File: src/ppsg_pkg.sv
package ppsg_pkg;

  localparam int unsigned ELAPSED_W = 16;

  localparam int unsigned US_100MS = 100000;
  localparam int unsigned US_200MS = 200000;
  localparam int unsigned US_400MS = 400000;
  localparam int unsigned US_500MS = 500000;
  localparam int unsigned US_1S    = 1000000;
  localparam int unsigned US_2S    = 2000000;
  localparam int unsigned US_4S    = 4000000;

  typedef struct packed {
    logic crossed;
    logic low_half;
  } phase_stat_t;

  typedef struct packed {
    logic div2;
    logic div3;
    logic div5;
  } div_stat_t;

endpackage

File: src/ppsg_phase.sv
module ppsg_phase #(
  parameter int unsigned PERIOD      = 1000000,
  parameter int unsigned DELTA_WIDTH = 16
) (
  input  logic                   clk,
  input  logic                   rst_n,
  input  logic                   step,
  input  logic [DELTA_WIDTH-1:0] delta,
  output ppsg_pkg::phase_stat_t  stat
);

  localparam int unsigned RW = $clog2(PERIOD);
  localparam int unsigned SW = RW + 1;
  localparam logic [SW-1:0] PERIOD_S = SW'(PERIOD);
  localparam logic [RW-1:0] HALF_R   = RW'(PERIOD / 2);

  logic [RW-1:0] acc_r;
  logic [RW-1:0] acc_nxt;
  logic [SW-1:0] sum;
  logic          wrap;

  always_comb begin
    sum     = SW'(acc_r) + SW'(delta);
    wrap    = (sum >= PERIOD_S);
    acc_nxt = wrap ? RW'(sum - PERIOD_S) : RW'(sum);
  end

  assign stat.crossed  = wrap;
  assign stat.low_half = (acc_nxt < HALF_R);

  always_ff @(posedge clk) begin
    if (!rst_n) begin
      acc_r <= '0;
    end else if (step) begin
      acc_r <= acc_nxt;
    end
  end

endmodule

File: src/ppsg_secmod.sv
module ppsg_secmod (
  input  logic                clk,
  input  logic                rst_n,
  input  logic                tick,
  output ppsg_pkg::div_stat_t stat
);

  logic       m2_r;
  logic       m2_nxt;
  logic [1:0] m3_r;
  logic [1:0] m3_nxt;
  logic [2:0] m5_r;
  logic [2:0] m5_nxt;

  always_comb begin
    m2_nxt = ~m2_r;
    m3_nxt = (m3_r == 2'd2) ? 2'd0 : m3_r + 2'd1;
    m5_nxt = (m5_r == 3'd4) ? 3'd0 : m5_r + 3'd1;
  end

  assign stat.div2 = (m2_nxt == 1'b0);
  assign stat.div3 = (m3_nxt == 2'd0);
  assign stat.div5 = (m5_nxt == 3'd0);

  always_ff @(posedge clk) begin
    if (!rst_n) begin
      m2_r <= 1'b0;
      m3_r <= 2'd0;
      m5_r <= 3'd0;
    end else if (tick) begin
      m2_r <= m2_nxt;
      m3_r <= m3_nxt;
      m5_r <= m5_nxt;
    end
  end

endmodule

File: src/periodic_pulse_and_square_wave_gen.sv
// An accepted word is registered in s1, then its result word in the out_ registers.
// One word per cycle when not stalled; each phase is one add and compare-subtract.
// Reset (rst_n low, synchronous): the running time and all period phases and
// second-count residues return to zero, and both pipeline registers are emptied.
module periodic_pulse_and_square_wave_gen #(
  parameter int unsigned DELTA_WIDTH = 16
) (
  input  logic                             clk,
  input  logic                             rst_n,
  input  logic                             in_valid,
  output logic                             in_stall,
  input  logic [ppsg_pkg::ELAPSED_W-1:0]   in_elapsed_us,
  output logic                             out_valid,
  input  logic                             out_stall,
  output logic                             out_pulse_1s,
  output logic                             out_pulse_100ms,
  output logic                             out_pulse_200ms,
  output logic                             out_pulse_500ms,
  output logic                             out_pulse_2s,
  output logic                             out_pulse_3s,
  output logic                             out_pulse_5s,
  output logic                             out_square_1s_period,
  output logic                             out_square_2s_period,
  output logic                             out_square_4s_period,
  output logic                             out_square_400ms_period
);

  logic                   s1_valid_r;
  logic [DELTA_WIDTH-1:0] s1_delta_r;
  logic                   out_valid_r;
  logic                   s2_ready;
  logic                   step;

  logic p1s_r, p100_r, p200_r, p500_r, p2s_r, p3s_r, p5s_r;
  logic sq1_r, sq2_r, sq4_r, sq400_r;

  ppsg_pkg::phase_stat_t st_100ms, st_200ms, st_500ms, st_1s;
  ppsg_pkg::phase_stat_t st_2s, st_4s, st_400ms;
  ppsg_pkg::div_stat_t   dv;

  assign s2_ready = !out_valid_r || !out_stall;
  assign step     = s1_valid_r && s2_ready;
  assign in_stall = s1_valid_r && !s2_ready;

  ppsg_phase #(.PERIOD(ppsg_pkg::US_100MS), .DELTA_WIDTH(DELTA_WIDTH)) u_ph_100ms (
    .clk(clk), .rst_n(rst_n), .step(step), .delta(s1_delta_r), .stat(st_100ms));
  ppsg_phase #(.PERIOD(ppsg_pkg::US_200MS), .DELTA_WIDTH(DELTA_WIDTH)) u_ph_200ms (
    .clk(clk), .rst_n(rst_n), .step(step), .delta(s1_delta_r), .stat(st_200ms));
  ppsg_phase #(.PERIOD(ppsg_pkg::US_500MS), .DELTA_WIDTH(DELTA_WIDTH)) u_ph_500ms (
    .clk(clk), .rst_n(rst_n), .step(step), .delta(s1_delta_r), .stat(st_500ms));
  ppsg_phase #(.PERIOD(ppsg_pkg::US_1S), .DELTA_WIDTH(DELTA_WIDTH)) u_ph_1s (
    .clk(clk), .rst_n(rst_n), .step(step), .delta(s1_delta_r), .stat(st_1s));
  ppsg_phase #(.PERIOD(ppsg_pkg::US_2S), .DELTA_WIDTH(DELTA_WIDTH)) u_ph_2s (
    .clk(clk), .rst_n(rst_n), .step(step), .delta(s1_delta_r), .stat(st_2s));
  ppsg_phase #(.PERIOD(ppsg_pkg::US_4S), .DELTA_WIDTH(DELTA_WIDTH)) u_ph_4s (
    .clk(clk), .rst_n(rst_n), .step(step), .delta(s1_delta_r), .stat(st_4s));
  ppsg_phase #(.PERIOD(ppsg_pkg::US_400MS), .DELTA_WIDTH(DELTA_WIDTH)) u_ph_400ms (
    .clk(clk), .rst_n(rst_n), .step(step), .delta(s1_delta_r), .stat(st_400ms));

  ppsg_secmod u_secmod (
    .clk(clk), .rst_n(rst_n), .tick(step && st_1s.crossed), .stat(dv));

  always_ff @(posedge clk) begin
    if (!rst_n) begin
      s1_valid_r  <= 1'b0;
      out_valid_r <= 1'b0;
    end else begin
      if (!in_stall) begin
        s1_valid_r <= in_valid;
      end
      if (step) begin
        out_valid_r <= 1'b1;
      end else if (!out_stall) begin
        out_valid_r <= 1'b0;
      end
    end
  end

  always_ff @(posedge clk) begin
    if (!in_stall) begin
      s1_delta_r <= in_elapsed_us[DELTA_WIDTH-1:0];
    end
    if (step) begin
      p1s_r   <= st_1s.crossed;
      p100_r  <= st_100ms.crossed;
      p200_r  <= st_200ms.crossed;
      p500_r  <= st_500ms.crossed;
      p2s_r   <= st_1s.crossed && dv.div2;
      p3s_r   <= st_1s.crossed && dv.div3;
      p5s_r   <= st_1s.crossed && dv.div5;
      sq1_r   <= st_1s.low_half;
      sq2_r   <= st_2s.low_half;
      sq4_r   <= st_4s.low_half;
      sq400_r <= st_400ms.low_half;
    end
  end

  assign out_valid               = out_valid_r;
  assign out_pulse_1s            = p1s_r;
  assign out_pulse_100ms         = p100_r;
  assign out_pulse_200ms         = p200_r;
  assign out_pulse_500ms         = p500_r;
  assign out_pulse_2s            = p2s_r;
  assign out_pulse_3s            = p3s_r;
  assign out_pulse_5s            = p5s_r;
  assign out_square_1s_period    = sq1_r;
  assign out_square_2s_period    = sq2_r;
  assign out_square_4s_period    = sq4_r;
  assign out_square_400ms_period = sq400_r;

  a_sec_implies_sub: assert property (@(posedge clk) disable iff (!rst_n)
    out_valid_r && p1s_r |-> p500_r && p200_r && p100_r)
    else $error("1 s boundary without sub-period boundaries");

  a_200_implies_100: assert property (@(posedge clk) disable iff (!rst_n)
    out_valid_r && p200_r |-> p100_r)
    else $error("200 ms boundary without 100 ms boundary");

  a_multi_needs_sec: assert property (@(posedge clk) disable iff (!rst_n)
    out_valid_r && (p2s_r || p3s_r || p5s_r) |-> p1s_r)
    else $error("multi-second pulse without 1 s pulse");

  a_s1_held: assert property (@(posedge clk) disable iff (!rst_n)
    s1_valid_r && in_stall |=> s1_valid_r && $stable(s1_delta_r))
    else $error("staged word lost while output stalled");

endmodule
File: config.mk
export PLATFORM = sky130hd
export DESIGN_NAME = periodic_pulse_and_square_wave_gen
export DESIGN_NICKNAME = d
export VERILOG_FILES = /design/src/ppsg_pkg.sv /design/src/ppsg_phase.sv /design/src/ppsg_secmod.sv /design/src/periodic_pulse_and_square_wave_gen.sv
export SDC_FILE = /design/constraint.sdc
export NUM_CORES = 1
export LEC_CHECK = 0
export BUFFER_PORTS_ARGS = -buffer_cell sky130_fd_sc_hd__buf_2
export CAP_MARGIN = 20
export CORE_ASPECT_RATIO = 0.9
export CORE_MARGIN = 5
export CORE_UTILIZATION = 65
export CTS_BUF_LIST = sky130_fd_sc_hd__clkbuf_2
export DETAILED_ROUTE_END_ITERATION = 8
export GPL_TIMING_DRIVEN = 0
export PLACE_DENSITY = 0.9
export SYNTH_ARGS = -nofsm -noshare
export SYNTH_HDL_FRONTEND = slang
export SYNTH_HIERARCHICAL = 1
export SYNTH_SLANG_ARGS = --single-unit
File: constraint.sdc
create_clock -name clk -period 8.57 [get_ports clk]
set_clock_uncertainty 0.15 [all_clocks]
set_input_delay 0.4285 -clock clk [delete_from_list [all_inputs] [get_ports clk]]
set_output_delay 0.4285 -clock clk [all_outputs]
set_load 0.05 [all_outputs]
==> results_dict.tcl, run 1 <==
set metrics [dict create \
    clkTransAtPathRegs_ps 290 \
    peakVddDrop_mv 0.0822 \
    power_frac_comb 0.452 \
    stdcell_count 2314 \
    postCtsSetupBuffers 0 \
    fin_ws_ps 2670 \
    start_kind "flop" \
    vias_per_cell 6.73 \
    cts_tree "done" \
    grt_pass1_vias 14433 \
    post-route-period-util 0.688 \
    clk_latency_ps 800 \
    multi_input_area_sq_mm 0.0117 \
    finalMaxSlewViolations 0 \
    p_switching_uw 1090 \
    dieArea_sq_mm 0.0279 \
    crit_arrival_ps 6410 \
    finalSetupTns_ps 0 \
    critPathCaptureType "flop" \
    clockPowerShare 0.185 \
    dp.cells 2262 \
    drcViolationCount 0 \
    avgSynthCellArea_sq_um 8.35 \
    finalHoldViolCount 0 \
    grt_pass1_wl_um 70200 \
    whs_ps 155 \
    via_count 15564 \
    intPower_uw 1460 \
    fp.dieH_um 159 \
    core_area_sq_mm 0.0243 \
    htreeDepth 4 \
    fp-row-count 54 \
    relSlewSlack 0.426 \
    io_pins 33 \
    final_antenna_net_count 0 \
    grt_max_degree 31 \
    rsz0062_at_grt "false" \
    cts_buffers 17 \
    maxCapViolations 0 \
    syn_to_final_growth_pct 6.36 \
    track_usage 0.299 \
    syn_inst 1921 \
    root_buffer "clkbuf_2" \
    initial_utilization 0.662 \
    cp.required_ps 9080 \
    fill_cells 1864 \
    clock_path_buffers 2 \
    crit_fanout 14 \
    die_w_um 176 \
    outcome "complete, no violations" \
    grt.overflow.total 0 \
    cts_sinks 171 \
    drtIter0Drc 1636 \
    critPathKind "flop to flop" \
    seq_area_sq_mm 0.00369 \
    min_path_type "input port to flop" \
    hpwl_um 32200 \
    dr.pass1.iters 6 \
    powerDensity_mw_per_mm2 150 \
    pre_cts_ws_ps 2790 \
    final_nets 2143 \
    totalWireLength_um 44100 \
    synth_nets 2072 \
    switching_share 0.428 \
    seqPwrFrac 0.363 \
    period_needed_ps 5900 \
    fmax_mhz 170 \
    wl_per_cell_um 19.1 \
    setup_viol 0 \
    tightest_slew_ps 861 \
    drive_gt1_frac 0.112 \
    ys_warn_count 6 \
    p_leak_uw 0.00674 \
    cts_resized 0 \
    portBuffers 32 \
    syn-cell-area_sq_mm 0.0160 \
    cts_hold_buf 19 \
    antenna_found_initial 1 \
    gp_congestion 0.967 \
]
-- through the flow --
step / instance area [sq um] / util / power [uW]
2_1_floorplan: 16000 / - / 1810
3_3_place_gp: 16600 / 0.684 / 2000
3_5_place_dp: 16600 / 0.685 / 2050
4_1_cts: 17100 / 0.704 / 2530
5_1_grt: 17100 / 0.704 / 2710
6_report: 17100 / 0.704 / 2560
-- power groups by stage --
stage / logic (uW) / registers, uW / clock network, uW
2_1_floorplan: 891 / 920 / 0
3_3_place_gp: 1060 / 937 / 0
3_5_place_dp: 1110 / 939 / 0
4_1_cts: 1120 / 925 / 486
5_1_grt: 1260 / 932 / 517
6_report: 1160 / 927 / 473
-- cells in the final DEF, fill, tap and decap left out, types with 14 or more instances in the layout --
cell / instances
nand2b_1: 16
dlygate4sd3_1: 19
o21ai_0: 75
nor3_1: 40
clkbuf_2: 19
nor2b_1: 31
inv_1: 46
nand2_1: 118
xnor2_1: 94
a21o_1: 42
o21a_1: 21
and2_1: 29
and3_1: 24
o211ai_1: 37
or3_1: 20
mux2i_1: 73
edfxtp_1: 27
clkbuf_1: 40
a31oi_1: 22
dfxtp_1: 144
a311oi_1: 15
o21ai_1: 20
nand4_1: 18
nor2_1: 185
xor2_1: 46
buf_2: 52
nand3_1: 53
a211oi_1: 55
a21oi_1: 148
ha_1: 124
o211a_1: 14
-- cell type report --
cell class	instances	area share
plain buffers	89	0.0279
diodes	1	0.000147
repair buffers	52	0.0217
well taps	308	0.0226
flip-flops and latches	171	0.216
multi-input cells	1605	0.684
clock inverters	14	0.00968
inverters	56	0.0125
clock buffers	18	0.00528
-- worst max-delay path, stage by stage, from the launching register on --
cell and delay (ps):
edfxtp_1 970, ha_1 380, a211oi_1 340, o211ai_1 240
a21boi_1 230, xor2_1 380, ha_1 220, nand2_1 50
or3_1 320, a211o_1 290, nor4_1 360, o211ai_1 190
a311oi_4 590, nor2_4 100, or4_1 430, a311o_1 320
o21ai_1 190
-- flip-flops by register name, summed over array words and instances (netlist names), 16 cells and up --
register          flops
u_ph_200ms/acc_r     18
u_ph_400ms/acc_r     19
u_ph_4s/acc_r        22
u_ph_100ms/acc_r     17
s1_delta_r           16
u_ph_500ms/acc_r     19
u_ph_2s/acc_r        21
u_ph_1s/acc_r        20
-- path summary, 6_finish.rpt --
path,from,to,slack (ps),cells past startpoint
hold / removal,in_elapsed_us[14],s1_delta_r[14],150,2
setup / recovery,s1_delta_r[1],out_square_4s_period,2670,16
hold reg to reg,u_ph_1s/acc_r[11],u_ph_1s/acc_r[11],360,2
setup reg to reg,s1_delta_r[1],out_square_4s_period,2670,16
-- layer usage --
layer | part of all wire | wire length (um) | global-route usage
met5 | 0 | 0 | 0
met4 | 0.043 | 1890 | 0.122
met3 | 0.082 | 3610 | 0.0515
met2 | 0.46 | 20200 | 0.491
met1 | 0.42 | 18400 | 0.389
(Power assumes the default switching activity.)
==> run 2, diff against run 1 <==
--- a/config.mk
+++ b/config.mk
@@ -9,11 +9,11 @@
 export CAP_MARGIN = 20
 export CORE_ASPECT_RATIO = 0.9
 export CORE_MARGIN = 5
-export CORE_UTILIZATION = 65
+export CORE_UTILIZATION = 60
 export CTS_BUF_LIST = sky130_fd_sc_hd__clkbuf_2
 export DETAILED_ROUTE_END_ITERATION = 8
 export GPL_TIMING_DRIVEN = 0
-export PLACE_DENSITY = 0.9
+export PLACE_DENSITY = 0.88
 export SYNTH_ARGS = -nofsm -noshare
 export SYNTH_HDL_FRONTEND = slang
 export SYNTH_HIERARCHICAL = 1
==> constraint.sdc (replaced) <==
create_clock -name clk -period 4.89 [get_ports clk]
set_clock_uncertainty 0.15 [all_clocks]
set_input_delay 0.2445 -clock clk [delete_from_list [all_inputs] [get_ports clk]]
set_output_delay 0.2445 -clock clk [all_outputs]
set_load 0.05 [all_outputs]
==> run 2 against run 1 <==
- the flow now finishes with violations (negative setup slack)
- first-iteration DRC count rose by 8.4%
- clock power rose by 69%
- sequential power rose by 73%
- power rose by 77%
- largest power group unchanged
==> results_dict.tcl, run 2 (synthesis results as in run 1) <==
set metrics [dict create \
    clkTransAtPathRegs_ps 280 \
    vias_per_cell 6.58 \
    regMostFlops "u_ph_4s/acc_r" \
    fill_cells 2040 \
    portBuffers 32 \
    crit_start "s1_delta_r[0]" \
    powerDensity_mw_per_mm2 255 \
    relSlewSlack 0.453 \
    grt_max_degree 31 \
    critical-path-max-stage-delay_ps 500 \
    worst-r2r-setup-slack_ps -5 \
    fmax_mhz 204 \
    cp_top_family "compound AO/OA/AOI/OAI gates" \
    critPathCaptureType "flop" \
    wl_per_cell_um 18.7 \
    initial_utilization 0.612 \
    setup_viol 1 \
    crit_arrival_ps 5310 \
    min_path_type "flop to flop" \
    fp.dieH_um 165 \
    grt_pass1_wl_um 71500 \
    die_w_um 182 \
    clock_path_buffers 2 \
    drtIter0Drc 1773 \
    cp.required_ps 5300 \
    maxCapViolations 0 \
    finalHoldViolCount 0 \
    finalPower_uw 4540 \
    track_usage 0.284 \
    layout_commonest_cell "nor2_1" \
    place_area_sq_mm 0.0167 \
    drcViolationCount 0 \
    clk_latency_ps 800 \
    dieArea_sq_mm 0.0301 \
    gp_congestion 0.962 \
    final_area_sq_mm 0.0178 \
    grt_pass1_vias 14591 \
    slowest_stage "edfxtp_1" \
    syn_to_final_growth_pct 10.9 \
    whs_ps 358 \
    cts_buffers 17 \
    r2r_end "out_square_4s_period" \
    io_pins 33 \
    stdcell_count 2403 \
    hpwl_um 31300 \
    start_kind "flop" \
    outcome "finished, violations left" \
    finalMaxSlewViolations 0 \
    totalWireLength_um 45000 \
    final_core_util 0.679 \
    tightest_slew_ps 821 \
    fp-row-count 56 \
    crit_fanout 7 \
    fin_ws_ps -4.87 \
    post-route-period-util 1.00 \
    root_buffer "clkbuf_2" \
    dr.pass1.iters 7 \
    peakVddDrop_mv 0.167 \
    cts_sinks 171 \
    r2r_cells 20 \
    via_count 15813 \
    reg2reg_from "s1_delta_r[0]" \
    cp_common_cell "buf_4" \
    hold-path-cell-count 2 \
    p_leak_uw 0.00701 \
    crit_end "out_square_4s_period" \
    rsz0062_at_grt "true" \
    worstPathCellList "buf_4, ha_2, buf_4, a211oi_4, o211ai_1, a21boi_2, xor2_2, ha_1, nand2_1, or3_1, a211o_1, nor4_4, o211ai_1, a311oi_4, buf_4, buf_4, o21ai_0, nor3b_1, a21oi_1, o21ai_2" \
    core_area_sq_mm 0.0262 \
    final_nets 2192 \
    final_cell_mix "nor2_1, a21oi_1, dfxtp_1" \
    top_regs "u_ph_4s/acc_r: 22 flops, u_ph_2s/acc_r: 21 flops, u_ph_1s/acc_r: 20 flops" \
    period_needed_ps 4890 \
    final_antenna_net_count 0 \
    largest_reg_flops 22 \
    htreeDepth 4 \
    violations "negative setup slack" \
    dp.cells 2302 \
    cp.depth 20 \
    antenna_found_initial 1 \
    critPathBufInv 4 \
    cts_tree "done" \
    drive_gt1_frac 0.139 \
    critPathKind "flop to flop" \
    grt.overflow.total 0 \
]
run 2: changes by cell type in the layout (fill, tap and decap cells not counted), sizes merged:
cell | previous run | this run
clkinv | 10 | 8
inv | 58 | 56
dlygate4sd3 | 19 | 38
clkinvlp | 0 | 4
buf | 80 | 110
run 2: power by group:
part | switching, uW | internal (uW) | leakage [uW]
registers | 79.4 | 1520 | 0.00144
logic | 1300 | 838 | 0.00544
clock network | 560 | 237 | 0.000130
run 2: repair_timing:
| action | 4_1_cts | 5_1_grt |
|---|---|---|
| hold endpoints to repair | 74 | 0 |
| setup endpoints to repair | 22 | 35 |
| hold buffers | 38 | 0 |
| buffers inserted | 15 | 15 |
| gates resized for setup | 13 | 30 |
| pin swaps | 6 | 20 |
run 2: routing by layer:
metal | track usage | wire (um) | up-vias
met5 | 0 | 0 | -
met2 | 0.468 | 20400 | 805
met3 | 0.0480 | 3530 | 143
met4 | 0.113 | 1860 | 0
met1 | 0.375 | 19200 | 7432
li1 | - | - | 7433
run 2: worst min-delay path by stage:
stage	slack, ps	endpoint	start
finish	360	u_ph_100ms/acc_r[9]	u_ph_100ms/acc_r[9]
detailed placement	270	s1_delta_r[12]	in_elapsed_us[12]
global placement	270	s1_delta_r[12]	in_elapsed_us[12]
CTS	300	out_pulse_200ms	out_stall
global route	270	out_pulse_200ms	out_stall
floorplan	190	s1_delta_r[0]	in_elapsed_us[0]
run 2: final cells by class:
type / count / area (sq um) / area share
Clock buffer: 18 / 90.1 / 0.00506
Sequential cell: 171 / 3690 / 0.208
Tap cell: 348 / 435 / 0.0245
Clock inverter: 14 / 145 / 0.00816
Buffer: 89 / 475 / 0.0267
Multi-Input combinational cell: 1605 / 11900 / 0.671
Inverter: 56 / 213 / 0.0120
Timing Repair Buffer: 101 / 806 / 0.0453
Antenna cell: 1 / 2.50 / 0.000141
run 2: metrics by stage:
step,setup WS (ps),setup TNS [ps]
after floorplan,123,0
after global placement,-913,-6510
after detailed placement,-970,-8190
after CTS,-77.5,-126
after global routing,-97.1,-189
final,-4.87,-4.87
run 2: tightest hold or removal path: stages, from the launching register on:
cell      delay [ps]
dfxtp_1          370
nor2_1            80
a211oi_1          50
